File: config.mk
export PLATFORM = sky130hd
export DESIGN_NAME = epid_ctrl
export DESIGN_NICKNAME = d
export VERILOG_FILES = /design/src/rtl/core/epid_pkg.sv /design/src/rtl/core/epid_ctrl.sv
export SDC_FILE = /design/constraint.sdc
export NUM_CORES = 1
export LEC_CHECK = 0
export BUFFER_PORTS_ARGS = -buffer_cell sky130_fd_sc_hd__buf_4
export CORE_AREA = 2 2 50 52
export CTS_CLUSTER_SIZE = 14
export DETAILED_ROUTE_END_ITERATION = 10
export DIE_AREA = 0 0 52 54
export PLACE_DENSITY_LB_ADDON = 0.12
export REMOVE_ABC_BUFFERS = 1
export SLEW_MARGIN = 20
export SYNTH_ARGS = -nofsm -noshare
export SYNTH_HDL_FRONTEND = slang
export SYNTH_SLANG_ARGS = --single-unit
File: constraint.sdc
create_clock -name clk -period 1.85 [get_ports clk]
set_input_delay 0.0925 -clock clk [delete_from_list [all_inputs] [get_ports clk]]
set_output_delay 0.0925 -clock clk [all_outputs]
set_load 0.005 [all_outputs]
File: src/rtl/core/epid_pkg.sv
package epid_pkg;

    localparam int FRAC_BITS_DEF = 16;
    localparam int REG_IDX_W     = 3;

    typedef enum logic [REG_IDX_W-1:0] {
        REG_UNIT_PER_PULSE = 3'd0,
        REG_TARGET         = 3'd1,
        REG_GAIN_P         = 3'd2,
        REG_GAIN_I         = 3'd3,
        REG_GAIN_D         = 3'd4
    } reg_idx_t;

    // datapath operations issued by the controller
    typedef enum logic [3:0] {
        OP_NONE  = 4'd0,
        OP_LOAD  = 4'd1,   // latch input, test skip, update count
        OP_POS   = 4'd2,   // position = count * unit
        OP_ERR   = 4'd3,   // error = target - position
        OP_IMUL  = 4'd4,   // err * elapsed
        OP_IDIV  = 4'd5,   // start divide by 1000
        OP_IACC  = 4'd6,   // accumulate integral
        OP_DMUL  = 4'd7,   // err * 1000; prev * 1000 is taken off at the divider input
        OP_DDIV  = 4'd8,   // start divide by elapsed
        OP_DSAT  = 4'd9,   // saturate derivative, save error as previous
        OP_PTERM = 4'd10,
        OP_ITRM1 = 4'd11,
        OP_ITRM2 = 4'd12,
        OP_DTERM = 4'd13,
        OP_OUT   = 4'd14,
        OP_SKIP  = 4'd15
    } op_t;

    typedef struct packed {
        op_t  op;
    } cmd_t;

    typedef struct packed {
        logic skip;
        logic div_done;
    } sts_t;

endpackage

File: src/rtl/core/epid_ctrl.sv
module epid_ctrl
    import epid_pkg::*;
(
    input  logic clk,
    input  logic rst_n,
    input  logic in_fire,
    input  logic out_fire,
    input  sts_t sts,
    output cmd_t cmd,
    output logic in_rdy,
    output logic out_vld
);
    typedef enum logic [15:0] {
        S_IDLE  = 16'h0001, S_CHK   = 16'h0002, S_POS   = 16'h0004, S_ERR  = 16'h0008,
        S_IMUL  = 16'h0010, S_IDIV  = 16'h0020, S_IWAIT = 16'h0040, S_DMUL = 16'h0080,
        S_DDIV  = 16'h0100, S_DWAIT = 16'h0200, S_PT    = 16'h0400, S_IT1  = 16'h0800,
        S_IT2   = 16'h1000, S_DT    = 16'h2000, S_OUT   = 16'h4000, S_HOLD = 16'h8000
    } state_t;

    state_t state_reg, state_next;

    always_comb
    begin
        state_next   = state_reg;
        cmd.op       = OP_NONE;
        case (state_reg)
            S_IDLE:  if (in_fire) begin cmd.op = OP_LOAD; state_next = S_CHK; end
            S_CHK:
            begin
                if (sts.skip) begin cmd.op = OP_SKIP; state_next = S_HOLD; end
                else state_next = S_POS;
            end
            S_POS:   begin cmd.op = OP_POS;  state_next = S_ERR; end
            S_ERR:   begin cmd.op = OP_ERR;  state_next = S_IMUL; end
            S_IMUL:  begin cmd.op = OP_IMUL; state_next = S_IDIV; end
            S_IDIV:  begin cmd.op = OP_IDIV; state_next = S_IWAIT; end
            S_IWAIT:
            begin
                if (sts.div_done) begin cmd.op = OP_IACC; state_next = S_DMUL; end
            end
            S_DMUL:  begin cmd.op = OP_DMUL; state_next = S_DDIV; end
            S_DDIV:  begin cmd.op = OP_DDIV; state_next = S_DWAIT; end
            S_DWAIT:
            begin
                if (sts.div_done) begin cmd.op = OP_DSAT; state_next = S_PT; end
            end
            S_PT:    begin cmd.op = OP_PTERM; state_next = S_IT1; end
            S_IT1:   begin cmd.op = OP_ITRM1; state_next = S_IT2; end
            S_IT2:   begin cmd.op = OP_ITRM2; state_next = S_DT; end
            S_DT:    begin cmd.op = OP_DTERM; state_next = S_OUT; end
            S_OUT:   begin cmd.op = OP_OUT;   state_next = S_HOLD; end
            S_HOLD:  if (out_fire) state_next = S_IDLE;
            default: state_next = S_IDLE;
        endcase
    end

    always_ff @(posedge clk or negedge rst_n)
    begin
        if (!rst_n) state_reg <= S_IDLE;
        else        state_reg <= state_next;
    end

    assign in_rdy  = state_reg == S_IDLE;
    assign out_vld = state_reg == S_HOLD;

`ifndef SYNTH
    a_in_go: assert property (@(posedge clk) disable iff (!rst_n)
        in_fire |=> state_reg == S_CHK) else $error("tick not taken");
    a_excl: assert property (@(posedge clk) disable iff (!rst_n)
        !(in_rdy && out_vld)) else $error("ready while result pending");
    a_out_hold: assert property (@(posedge clk) disable iff (!rst_n)
        out_vld && !out_fire |=> out_vld) else $error("result dropped");
`endif
endmodule

; Yosys cells after proc, flatten, opt, wreduce, memory -nomap -nowiden
; Index checks and enable logic that the tools add are counted.
[word_totals]
input_bits = 6
out_inout_bits = 6
ff_bits = 16
wordCells = 33
[classes]
n_mux = 11
n_eq_ne = 20
n_reduce_logical = 1
[op_table]
columns = operator, count
row1 = $pmux W16 S16, 1
row2 = $mux W16, 5
row3 = $pmux W4 S15, 1
row4 = $eq A16 B1 Y1 const B, 1
row5 = $eq A16 B10 Y1 const B, 1
row6 = $eq A16 B11 Y1 const B, 1
row7 = $eq A16 B12 Y1 const B, 1
row8 = $eq A16 B13 Y1 const B, 1
row9 = $eq A16 B14 Y1 const B, 1
row10 = $eq A16 B15 Y1 const B, 1
row11 = $eq A16 B16 Y1 const B, 1
row12 = $eq A16 B2 Y1 const B, 1
row13 = $eq A16 B3 Y1 const B, 1
row14 = $eq A16 B4 Y1 const B, 1
row15 = $eq A16 B5 Y1 const B, 1
row16 = $eq A16 B6 Y1 const B, 1
row17 = $eq A16 B7 Y1 const B, 1
row18 = $eq A16 B8 Y1 const B, 1
row19 = $eq A16 B9 Y1 const B, 1
row20 = $mux W4, 2
row21 = $ne A2 B2 Y1 const B, 4
row22 = $reduce_and A4 Y1, 1
row23 = $mux W3, 1
row24 = $mux W1, 1

; Longest topological paths before layout
[logic_depth]
ltp_word = 3
depth_mapped = 6

; Worst setup path after synthesis
; Ideal clock, no wire load.
[synth_timing]
path_type = flip-flop to output port
start = register state_reg[5]
end = output port cmd[0] (netlist name)
path_stages_with_launch = 5
required_time_ns = 1.757
arrival_ns = 1.618
path_buffers = 0
setup_slack_ns = 0.139
path_cell_list = dfrtp_1 -> nor4_4 -> nand4_4 -> or4_1 -> nand4b_1
[synth_rtl]
columns = element, line
row1 = from (decl), epid_ctrl.sv:20  ; state_t state_reg, state_next;
row2 = from (signal assigned), epid_ctrl.sv:60  ; else state_reg <= state_next;
row3 = to (decl), epid_ctrl.sv:9  ; output cmd_t cmd,

==> summary.md <==
| Metric | Value |
|---|---|
| Initial DRT Pass Iterations | 4 |
| Worst-Margin Slew | 0.4241 ns |
| ANT nets after route | 0 |
| Synth Instances | 115 |
| Hold_ws | 0.07377 ns |
| HP Class | in -> reg |
| Yosys synthesis warning count | 0 |
| DRC viols | 0 |
| Slew headroom | 0.7167 |
| Final Non-Filler Cells | 193 |
| PD cells | 901.7 nW/um^2 |
| Total gr overflow | 0 |
| CP max FO | 5 |
| Total CTS buffers | 3 |
| Largest net degree at the start of global routing | 17 |
| Share of cells above drive strength 1 | 0.5399 |
| Routability Congestion | 0.8476 |
| Final Setup Violations | 7 |
| Reg clk slew, reported paths | 0.10 ns |
| Maximum vdd ir drop | 0.0006526 V |
| Die X | 52 um |
| Antenna violations before repair | 0 |
| Yosys reg bits | 16 |
| Bufs on Longest Clock Path | 2 |
| IO Pins | 12 |
| Final Net Count | 170 |
| Clock Skews | 0.002496 ns |
| PnR worst setup slack | -0.3244 ns |
| Row count | 18 |
| Fin crit share | 1.175 |
| Status | finished, violations left |
| Antenna Cells | 0 |
| Initial Util | 0.4730 |
| Hpwl dp | 2.186 mm |
| Die area | 2808 um^2 |
| Dpl cells | 180 |
| Global Route Usage Sum | 0.2324 |
| Failing checks | negative setup slack |
| Commonest non-fill, non-tap cell in the layout | buf_4 |
| Largest register FFs | 16 |
| Yosys cell types | 47 |
| Asr flop ratio synth | 1.000 |
| Pre-CTS setup slack | -0.07284 ns |
| DR iter-0 viols | 28 |
| # clock sinks | 16 |
| Worst EP required | 1.76 ns |
| Worst EP arrival | 2.08 ns |
| Placed Area | 1411 um^2 |
| CP Launch Type | flop |
| Post-Layout Inst Area | 1672 um^2 |
| Core ar. | 2320 um^2 |
| TritonCTS clock tree | done |
| Most frequent CP cell | buf_4 |
| RSZ-0062 raised after global routing | true |
| Worst path bufs/invs | 3 |
| Fin. Hold Viols | 0 |
| Slew Limit Fails | 0 |
| Vias per cell | 5.715 |
| H-tree levels | 1 |
| Cell area after synthesis | 1097 um^2 |
| Crit path kind | reg -> out |
| CTS Root Cell | clkbuf_4 |
| Final Power | 1.507 mW |
| Critical Path Sink Type | output port |
| Worst-Skew Late Latency | 0.29 ns |
| EDFF count, synth | 0 |
| Vias | 1,103 |
| Synth area leader | dfrtp_1 |
| Pleak | 0.7857 nW |
| Vias in the first global route | 1,029 |
| Post-Route Utilization | 0.7206 |
| Most frequent cells in the layout | 42 x buf_4, 11 x dfrtp_1, 6 x nor2_1, 6 x nand2_1 |
| CP delay by family, top | simple AND/OR/NAND/NOR gates |
| Sequential fraction of the synthesis area | 0.3660 |
| Top_reg_cell synth | dfrtp_1 |
| WL/cell | 16.22 um |
| Synth top area share | 0.3421 |
| Final setup TNS | -1.375 ns |
| Post-layout min period | 2.174 ns |
| WL final | 3.131 mm |
| Syn avg cell area | 9.542 um^2 |
| F_max | 0.4599 GHz |
| DIE HEIGHT | 54 um |
| # fillers | 180 |
| Area contributors post-synth | dfrtp_1 34%, nor4_4 3.9%, nor2_1 3.4%, nor2b_1 2.9%, nand2_1 2.7% |
| Slowest stage delay, CP | 0.43 ns |
| Area grow syn2layout | 52.34% |
| Slowest-stage cell, CP | dfrtp_2 |
| Global-route wire length before repair | 4.705 mm |
| Crit path cell chain | nor4_4 > buf_4 > buf_4 > and3_4 > a32oi_2 > nand2b_1 > or4_1 > buf_4 |
| Port buffer count | 11 |
| Max cap viols | 0 |
worst paths after layout:
kind | from | endpoint | slack [ns] | cells after the start
max | state_reg[6] | cmd[1] | -0.32 | 8
min | sts[0] | state_reg[10] | 0.07 | 3
max reg2reg | state_reg[10] | state_reg[13] | -0.06 | 8
min reg2reg | state_reg[3] | state_reg[3] | 0.62 | 2
max in group asynchronous | rst_n | state_reg[0] | 1.41 | 2
min in group asynchronous | rst_n | state_reg[7] | 0.19 | 2
timing repair:
action | CTS | global route
setup buffers | 1 | 6
endpoints found under the setup margin | 6 | 9
endpoints found under the hold margin | 18 | 0
pin swaps | 3 | 10
hold buffers | 3 | 0
resized for setup | 10 | 27
metal layers:
| metal | up-vias | share of wire | global-route usage | wire length [um] |
|---|---|---|---|---|
| met3 | 7 | 0.032 | 0.04167 | 99 |
| met5 | - | 0 | 0 | 0 |
| met1 | 545 | 0.42 | 0.2909 | 1316 |
| met2 | 23 | 0.53 | 0.4051 | 1666 |
| li1 | 528 | - | - | - |
| met4 | 0 | 0.015 | 0.07456 | 48 |
worst reg2reg max path, stage by stage, from the launching register on:
cell and delay, ns:
dfrtp_2 0.45, nor4_4 0.42, nand3_2 0.24, buf_6 0.19, nor2_4 0.08, nand2_2 0.08, buf_6 0.12, buf_6 0.11
nor3b_2 0.16
logic make-up (layout without fill, tap and decap cells):
group,after synthesis,after routing,share of synthesized area
mux,1,1,0.009122
flops,16,16,0.3660
buf+inv,9,57,0.03877
compound gates,19,19,0.1380
xor+xnor,4,4,0.03193
simple gates,66,66,0.4162
area by class of cell:
cell class                      count  area [um^2]  share of cell area
Inverter                            3        11.26            0.006737
Clock buffer                        4        36.28             0.02171
Multi-Input combinational cell     90        778.2              0.4656
Sequential cell                    16        406.6              0.2433
Tap cell                           30        37.54             0.02246
Timing Repair Buffer               50        401.6              0.2403
where the power goes:
group	total, mW	switching (mW)	internal, mW
Sequential	0.420	0.0335	0.386
Combinational	0.845	0.409	0.435
Clock	0.243	0.123	0.120
synthesized netlist by cell type, types with 2 or more instances:
master    number
o21ai_0        4
nor2b_1        5
nor4_1         4
and3_1         4
a21oi_1        3
or4_1          4
nor4_4         2
nand3_1        3
nor3_1         5
inv_1          3
xnor2_1        2
xor2_1         2
o211ai_1       2
buf_2          4
nor2_1        10
nand2_1        8
nand2b_1       3
nor3b_1        3
nor3_2         2
dfrtp_1       15
Power figures use the tool's default switching activity.
